$ cat src/sv/sem_pkg.sv
`timescale 1ns / 1ps
// ----------------------------------------------------------------------------
// Sobel edge magnitude package
// Shared widths, register indexes and the per-word tag that travels with each
// pixel through the pipeline.
// ----------------------------------------------------------------------------
package sem_pkg;

	// Field widths
	localparam int PIX_W   = 32;
	localparam int INT_W   = 8;
	localparam int COL_W   = 11;
	localparam int ROW_W   = 16;
	localparam int TDATA_W = 64;
	localparam int PAD_W   = TDATA_W - PIX_W - COL_W - ROW_W;

	// Configuration register indexes and widths
	localparam int CFG_W  = 16;
	localparam int IMW_W  = 12;
	localparam logic REG_IMAGE_WIDTH  = 1'b0;
	localparam logic REG_IMAGE_HEIGHT = 1'b1;

	localparam logic [IMW_W-1:0] WIDTH_RESET  = 12'd640;
	localparam logic [ROW_W-1:0] HEIGHT_RESET = 16'd480;

	// Saturation ceiling of the magnitude
	localparam logic [INT_W-1:0] MAG_MAX = 8'hFF;

	// Position and result flags of one pixel word
	typedef struct packed {
		logic             emit;
		logic             last;
		logic [COL_W-1:0] col;
		logic [ROW_W-1:0] row;
	} sem_tag_t;

endpackage

$ cat src/sv/sem_grad.sv
`timescale 1ns / 1ps
// ----------------------------------------------------------------------------
// Sobel window and gradient
// Holds the 3x3 intensity window and the centre alpha, forms |gx| + |gy|
// saturated to 255 and drives the output word register.
// ----------------------------------------------------------------------------
module sem_grad import sem_pkg::*; (
	input  logic               clk,
	input  logic               arst_n,
	input  logic               adv,
	input  logic               v_s1,
	input  sem_tag_t           tag_s1,
	input  logic [INT_W-1:0]   int_s1,
	input  logic [15:0]        rd_near,
	input  logic [INT_W-1:0]   rd_far,
	output logic               m_axis_tvalid,
	output logic [TDATA_W-1:0] m_axis_tdata,
	output logic               m_axis_tlast
);

	logic [INT_W-1:0] win_q [3][3];
	logic [INT_W-1:0] prev_alpha_q;

	logic             v_s2;
	sem_tag_t         tag_s2;
	logic [INT_W-1:0] alpha_s2;

	logic [9:0]       gx_pos, gx_neg, gy_pos, gy_neg;
	logic [9:0]       gx_abs, gy_abs;
	logic [10:0]      mag_sum;
	logic [INT_W-1:0] mag;

	// Shift the window and take the new right column; track centre alpha
	always_ff @(posedge clk or negedge arst_n) begin
		if (!arst_n) begin
			for (int r = 0; r < 3; r++) begin
				for (int c = 0; c < 3; c++) begin
					win_q[r][c] <= '0;
				end
			end
			prev_alpha_q <= '0;
		end else if (adv && v_s1) begin
			for (int r = 0; r < 3; r++) begin
				win_q[r][0] <= win_q[r][1];
				win_q[r][1] <= win_q[r][2];
			end
			win_q[0][2]  <= rd_far;
			win_q[1][2]  <= rd_near[7:0];
			win_q[2][2]  <= int_s1;
			prev_alpha_q <= rd_near[15:8];
		end
	end

	// Stage 2 valid: only interior pixels go on
	always_ff @(posedge clk or negedge arst_n) begin
		if (!arst_n) begin
			v_s2 <= 1'b0;
		end else if (adv) begin
			v_s2 <= v_s1 && tag_s1.emit;
		end
	end

	// Stage 2 payload
	always_ff @(posedge clk) begin
		if (adv && v_s1) begin
			tag_s2   <= tag_s1;
			alpha_s2 <= prev_alpha_q;
		end
	end

	// Gradients as positive and negative partial sums
	always_comb begin
		gx_pos = {2'b00, win_q[0][0]} + {1'b0, win_q[1][0], 1'b0} + {2'b00, win_q[2][0]};
		gx_neg = {2'b00, win_q[0][2]} + {1'b0, win_q[1][2], 1'b0} + {2'b00, win_q[2][2]};
		gy_pos = {2'b00, win_q[0][0]} + {1'b0, win_q[0][1], 1'b0} + {2'b00, win_q[0][2]};
		gy_neg = {2'b00, win_q[2][0]} + {1'b0, win_q[2][1], 1'b0} + {2'b00, win_q[2][2]};
		gx_abs = (gx_pos >= gx_neg) ? (gx_pos - gx_neg) : (gx_neg - gx_pos);
		gy_abs = (gy_pos >= gy_neg) ? (gy_pos - gy_neg) : (gy_neg - gy_pos);
		mag_sum = {1'b0, gx_abs} + {1'b0, gy_abs};
		mag = (mag_sum > 11'd255) ? MAG_MAX : mag_sum[7:0];
	end

	// Output word register
	always_ff @(posedge clk or negedge arst_n) begin
		if (!arst_n) begin
			m_axis_tvalid <= 1'b0;
		end else if (adv) begin
			m_axis_tvalid <= v_s2;
		end
	end

	always_ff @(posedge clk) begin
		if (adv && v_s2) begin
			m_axis_tdata <= {{PAD_W{1'b0}}, tag_s2.row, tag_s2.col, alpha_s2, mag, mag, mag};
			m_axis_tlast <= tag_s2.last;
		end
	end

endmodule

$ cat config.mk
export PLATFORM = sky130hd
export DESIGN_NAME = sem_grad
export DESIGN_NICKNAME = d
export VERILOG_FILES = /design/src/sv/sem_pkg.sv /design/src/sv/sem_grad.sv
export SDC_FILE = /design/constraint.sdc
export NUM_CORES = 1
export LEC_CHECK = 0
export ABC_AREA = 1
export BUFFER_PORTS_ARGS = -buffer_cell sky130_fd_sc_hd__buf_2
export CELL_PAD_IN_SITES_DETAIL_PLACEMENT = 1
export CELL_PAD_IN_SITES_GLOBAL_PLACEMENT = 1
export CORE_ASPECT_RATIO = 0.75
export CORE_MARGIN = 3
export CORE_UTILIZATION = 35
export DETAILED_ROUTE_END_ITERATION = 16
export PLACE_DENSITY = 0.79
export SYNTH_ARGS = -nofsm -noshare
export SYNTH_HDL_FRONTEND = slang
export SYNTH_SLANG_ARGS = --single-unit
$ cat constraint.sdc
create_clock -name clk -period 4.6 [get_ports clk]
set_input_delay 0.46 -clock clk [delete_from_list [all_inputs] [get_ports clk]]
set_output_delay 0.46 -clock clk [all_outputs]
set_load 0.005 [all_outputs]
==> metrics, run 1 <==
insertion delay of the later-clocked pin in the worst-skew pair=0.45 ns; CTS Root Cell=clkbuf_16; Placement Cell Area=12540 µm²; largest fanout on the critical path=8; Ports=131; antenna violation net count after detailed routing=0; cell types occupying the most area after synthesis=edfxtp_1 (23%), dfrtp_1 (20%), nand2_1 (17%); Worst Tran Pin Value=1.101 ns; library cells used by synthesis=33; layout overhead on the synthesized area=35.38%; Max-Cap Viols=0; setup slack after layout=-0.4414 ns; area leader, netlist=edfxtp_1; global route total overflow=0; Post-Syn Instances=1238; failing checks=setup timing; hold slack=0.1842 ns; TritonCTS clock tree=done; critical path start-end classification=flop to flop; chip width=205.6 µm; Final #Nets=1704; count of final hold-check violations=0; largest net degree at the start of global routing=99; number of sinks driven by the clock tree=162; CTS Buf Count=17; worst endpoint required time=4.78 ns; total core area=29260 µm²; number of design-rule violations left by the first detailed-router iteration=565; combined global-route utilization of all metal layers=21.76%; setup_tns=-3.429 ns; average cell area after synthesis=8.449 µm²; worst reg2reg path depth=25; # DRC=0; final critical path time including I/O delays and setup=5.041 ns; die outline height=155.7 µm; share of the synthesized area in the top cell type=22.97%; number of filler instances in the final layout=3461; antenna diode count=0; buffer levels on the longest clock path=2; via count of the first global-routing pass=10360; average wire per cell in the routed design=19.22 µm; number of pins exceeding their max-slew limit in the final report=0; post-route clock period utilization=109.6%; summed instance area of the synthesized netlist=10460 µm²; first-pass GRT wire length=54520 µm; critical path arrival=5.22 ns; Critical R2R Capture=m_axis_tdata[18]; result of the run=finished with violations; Worst Setup Start Kind=flop; Hold Path Cell Cnt=1; RSZ-0062 raised after global routing=yes; most common flop cell mapped by yosys=dfrtp_1; class of the tightest hold or removal check=input pin to flop; Final Instance Count excl. Fillers=1923; CTS clk-pin slew, worst paths=0.08 ns; initial cell density of the core=35.75%; routed via count=9635; Async S/R FF share, synth=50.62%; crit path capture type=flop; count of TritonRoute iterations in the first routing pass=5; setup violators final=8; fraction of layout instances using a drive strength above 1=32.98%; antenna violations before repair=0; sequential fraction of the synthesis area=42.58%; reg-to-reg critical path startpoint=win_q[53]; half-perimeter wire length of the detailed placement result=24310 µm; Register-to-Register Setup Slack=-0.44 ns; most common cell after layout, fill and taps aside=nand2_1; number of cell rows=54; average vias per placed instance=5.010; flop and latch count out of synthesis=162; count of input and output buffers=125; DIE AREA=32020 µm²; number of flops mapped to enable cells by yosys=80; origin of the worst min-delay path=tag_s1[4]; maximum clock rate=198.4 MHz; Min-Delay Endpoint=tag_s2[4]; Final Skew=0.01059 ns; placer congestion estimate=0.9116; synthesis warning total=0; most frequent cells in the layout=nand2_1 (431), buf_4 (173), inv_1 (154); Total Routed Length=36960 µm; depth of the CTS H-tree=4; final non-filler cell area=14160 µm²; cell count after placement=1872; Worst slew margin=26.59%
==> sequential cells by signal, indices dropped and copies added (netlist names) <==
register       cells
win_q             72
m_axis_tdata      43
tag_s2            28
alpha_s2           8
prev_alpha_q       8
m_axis_tlast       1
m_axis_tvalid      1
v_s2               1
==> synthesized netlist by cell type, drive strengths merged (3+ instances only) <==
library cell	n
nor2	49
xor2	27
dfrtp	82
o21bai	3
edfxtp	80
nand2	466
clkbuf	14
fa	37
buf	34
nand3	66
o21ai	27
xnor2	10
nor3	3
a21oi	55
inv	168
ha	84
nand3b	4
nand4	19
==> cell families after synthesis <==
| family | synth area share, % |
|---|---|
| AOI/OAI and AO/OA | 4.521 |
| xor gates and xnor gates | 3.098 |
| adders and majority gates | 17.13 |
| buffers and inverters | 8.780 |
| DFF | 42.58 |
| other | 0.03585 |
| and+or+nand+nor | 23.85 |
==> area by class of cell <==
cell class | instances | area [µm²] | share of cell area [%]
multi-input combinational | 865 | 6007 | 42.42
sequential | 162 | 4458 | 31.48
timing repair buffer | 304 | 2023 | 14.29
inverter | 168 | 635.6 | 4.488
tap | 392 | 490.5 | 3.464
clock buffer | 17 | 425.4 | 3.004
clock inverter | 15 | 121.4 | 0.8570
==> layer usage <==
layer	up-vias	part of all wire (%)	GRT usage, %
met5	-	0	0
met4	0	3.8	7.772
met3	108	4.6	3.796
met2	308	50	38.17
met1	4781	41	27.08
li1	4438	-	-
==> metrics by stage <==
stage               utilization [%]  worst slack, ns
finish                        48.40          -0.4414
global route                  48.40          -0.6173
CTS                           47.17          -0.1816
detailed placement            42.85          -0.8275
global placement              42.85          -0.5038
floorplan                         -         0.002046
==> critical path, stage by stage, from the launching register on <==
cell,delay [ns]
dfrtp_1,0.47
fa_1,0.55
ha_1,0.40
inv_1,0.10
o21ai_0,0.29
nand3_1,0.16
nand3_2,0.11
xor2_2,0.23
inv_1,0.13
ha_4,0.27
nand2_2,0.11
inv_2,0.08
a21oi_4,0.26
nand4_4,0.22
o21ai_2,0.13
inv_1,0.06
nor2_2,0.12
ha_4,0.24
nand2_1,0.09
nand2_1,0.08
nand2_1,0.10
nand2_2,0.07
nand2_2,0.08
nand4_1,0.15
nand2_4,0.15
nand4_1,0.10
==> how the worst max path moves through the flow <==
| stage | start | end | slack [ns] | depth (start not counted) |
|---|---|---|---|---|
| finish | win_q[53] | m_axis_tdata[18] | -0.44 | 25 |
| global route | win_q[49] | m_axis_tdata[18] | -0.62 | 31 |
| CTS | win_q[1] | m_axis_tdata[18] | -0.18 | 29 |
| detailed placement | win_q[49] | m_axis_tdata[18] | -0.83 | 25 |
| global placement | win_q[49] | m_axis_tdata[16] | -0.50 | 27 |
| floorplan | win_q[49] | m_axis_tdata[23] | 0.002 | 27 |
==> what timing repair did <==
action,CTS,global route
endpoints found under the hold margin,0,0
resized for setup,131,66
setup endpoints to repair,8,8
hold buffers,0,0
pin swaps,56,43
cloned,2,0
buffers inserted,11,6
Power of run 1 is left out: the tool's default activity adds up to more than one toggle a clock period on the data nets, which glitch-free logic cannot reach.
==> run 2, diff against run 1 <==
--- a/config.mk
+++ b/config.mk
@@ -13,7 +13,7 @@
 export CORE_MARGIN = 3
 export CORE_UTILIZATION = 35
 export DETAILED_ROUTE_END_ITERATION = 16
-export PLACE_DENSITY = 0.79
+export PLACE_DENSITY = 0.76
 export SYNTH_ARGS = -nofsm -noshare
 export SYNTH_HDL_FRONTEND = slang
 export SYNTH_SLANG_ARGS = --single-unit
==> constraint.sdc (replaced) <==
create_clock -name clk -period 5.1 [get_ports clk]
set_input_delay 0.51 -clock clk [delete_from_list [all_inputs] [get_ports clk]]
set_output_delay 0.51 -clock clk [all_outputs]
set_load 0.005 [all_outputs]
==> run 2 against run 1 <==
The flow now finishes without violations. Die area is the same. Flip-flop and latch count is the same. Critical path depth grew 4. Clock skew shrank 0.0024 ns. Critical endpoint is now m_axis_tdata[22]. Non-clock buffer count shrank 133. Wire length shrank 18%. Cell count shrank 7.0%.
==> metrics, run 2 (synthesis gave the netlist of run 1 again) <==
result of the run=finished, final reports clean; first-pass GRT wire length=45550 µm; largest fanout on the critical path=7; Critical R2R Capture=m_axis_tdata[22]; most common cell after layout, fill and taps aside=nand2_1; antenna violations before repair=0; Ports=131; via count of the first global-routing pass=8805; slowest stage cell, crit path=fa_1; insertion delay of the later-clocked pin in the worst-skew pair=0.43 ns; # DRC=0; Total Routed Length=30180 µm; largest register by flop count=win_q; post-place setup slack=-0.1686 ns; number of pins exceeding their max-slew limit in the final report=0; count of TritonRoute iterations in the first routing pass=5; combined global-route utilization of all metal layers=17.82%; antenna violation net count after detailed routing=0; routed via count=8678; number of design-rule violations left by the first detailed-router iteration=430; class of the tightest hold or removal check=input pin to flop; antenna diode count=0; count of input and output buffers=125; number of sinks driven by the clock tree=162; fraction of layout instances using a drive strength above 1=24.84%; buffer levels on the longest clock path=2; Min-Delay Endpoint=tag_s2[14]; most frequent cells in the layout=nand2_1 (433), inv_1 (146), buf_2 (124); critical path start-end classification=flop to flop; initial cell density of the core=35.75%; combined area of the multi-input logic cells=5771 µm²; global route total overflow=0; leading registers by flop count=win_q (72), m_axis_tdata (43), tag_s2 (28); Critical Path Max Stage Delay=0.44 ns; setup slack after layout=0.1988 ns; register cell area after layout=4456 µm²; hold slack=0.2550 ns; depth of the CTS H-tree=4; worst reg2reg path depth=29; origin of the worst min-delay path=tag_s1[14]; Final Skew=0.008186 ns; critical path arrival=5.07 ns; placer congestion estimate=0.9343; largest net degree at the start of global routing=83; Register-to-Register Setup Slack=0.20 ns; Hold Path Cell Cnt=1; TritonCTS clock tree=done; flip-flop count of the largest register, all copies and words added=72; chip width=205.6 µm; total core area=29260 µm²; half-perimeter wire length of the detailed placement result=21940 µm; number of cell rows=54; Max-Cap Viols=0; worst endpoint required time=5.27 ns; number of filler instances in the final layout=3495; die outline height=155.7 µm; final critical path time including I/O delays and setup=4.901 ns; maximum clock rate=204.0 MHz; Final #Nets=1570; average vias per placed instance=4.851; DIE AREA=32020 µm²; CTS Buf Count=17; setup violators final=0; reg-to-reg critical path startpoint=win_q[17]; average wire per cell in the routed design=16.87 µm; RSZ-0062 raised after global routing=yes; CTS clk-pin slew, worst paths=0.07 ns; crit path capture type=flop; Worst Tran Pin Value=1.069 ns; count of final hold-check violations=0; Worst Setup Start Kind=flop; CTS Root Cell=clkbuf_16; post-route clock period utilization=96.10%; Hold-fix buffers, CTS=0; layout overhead on the synthesized area=23.97%; Worst slew margin=28.75%
==> run 2: changes by cell type in the layout (fill, tap and decap cells not counted), moves of 4 or more <==
cell      before  now
buf_4        173   41
xor2_1        12   23
xor2_2        14    4
inv_1        154  146
inv_2         11   19
ha_4          18   12
nor2_2        11    5
ha_1          60   65
inv_6          7    2
nand2_2       27   22
nor2_4         7   12
clkbuf_1       0    4
nand3_4        4    0
==> run 2: critical path, delay by kind of cell, from the launching register on <==
kind | cells | cell delay (ns)
flip-flops | 1 | 0.38
buffers and inverters | 6 | 0.60
XOR/XNOR | 1 | 0.16
adder cells (fa/ha/maj) | 5 | 1.64
AO/OA/AOI/OAI | 4 | 0.58
AND/OR/NAND/NOR | 13 | 1.31
==> run 2: layout make-up <==
class / instances / area share (%)
Clock buffer: 21 / 3.396
Sequential cell: 162 / 34.36
Timing Repair Buffer: 171 / 8.028
Inverter: 168 / 4.911
Multi-Input combinational cell: 864 / 44.50
Tap cell: 392 / 3.782
Clock inverter: 11 / 1.023
==> run 2: how the worst max path moves through the flow <==
stage	start	slack (ns)	depth (start not counted)	to
finish	win_q[17]	0.20	29	m_axis_tdata[22]
global route	win_q[3]	-0.09	26	m_axis_tdata[17]
CTS	win_q[17]	0.003	28	m_axis_tdata[21]
detailed placement	win_q[49]	-0.17	30	m_axis_tdata[21]
global placement	win_q[8]	-0.04	30	m_axis_tdata[23]
floorplan	win_q[1]	0.41	27	m_axis_tdata[16]
==> run 2: what timing repair did <==
action,CTS,global route
setup buffers,1,17
setup endpoints to repair,8,8
pin swaps,2,58
gates resized for setup,7,167
gates cloned,0,2
==> run 2: through the flow <==
step | cell area, µm² | std cells | TNS [ns] | util (%)
2_1_floorplan | 10480 | 1242 | 0 | -
3_3_place_gp | 11530 | 1737 | -0.2653 | 39.41
3_5_place_dp | 11530 | 1737 | -1.237 | 39.41
4_1_cts | 12140 | 1770 | 0 | 41.50
5_1_grt | 12970 | 1789 | -0.5733 | 44.32
6_report | 12970 | 1789 | 0 | 44.32
==> run 2: per-layer routing <==
| metal | up-vias | GRT usage (%) | part of all wire [%] |
|---|---|---|---|
| met2 | 171 | 28.47 | 48 |
| met4 | 0 | 4.195 | 1.7 |
| met5 | - | 0 | 0 |
| li1 | 4174 | - | - |
| met1 | 4299 | 25.53 | 46 |
| met3 | 34 | 2.878 | 3.8 |
Power of run 2 is left out for the same reason.
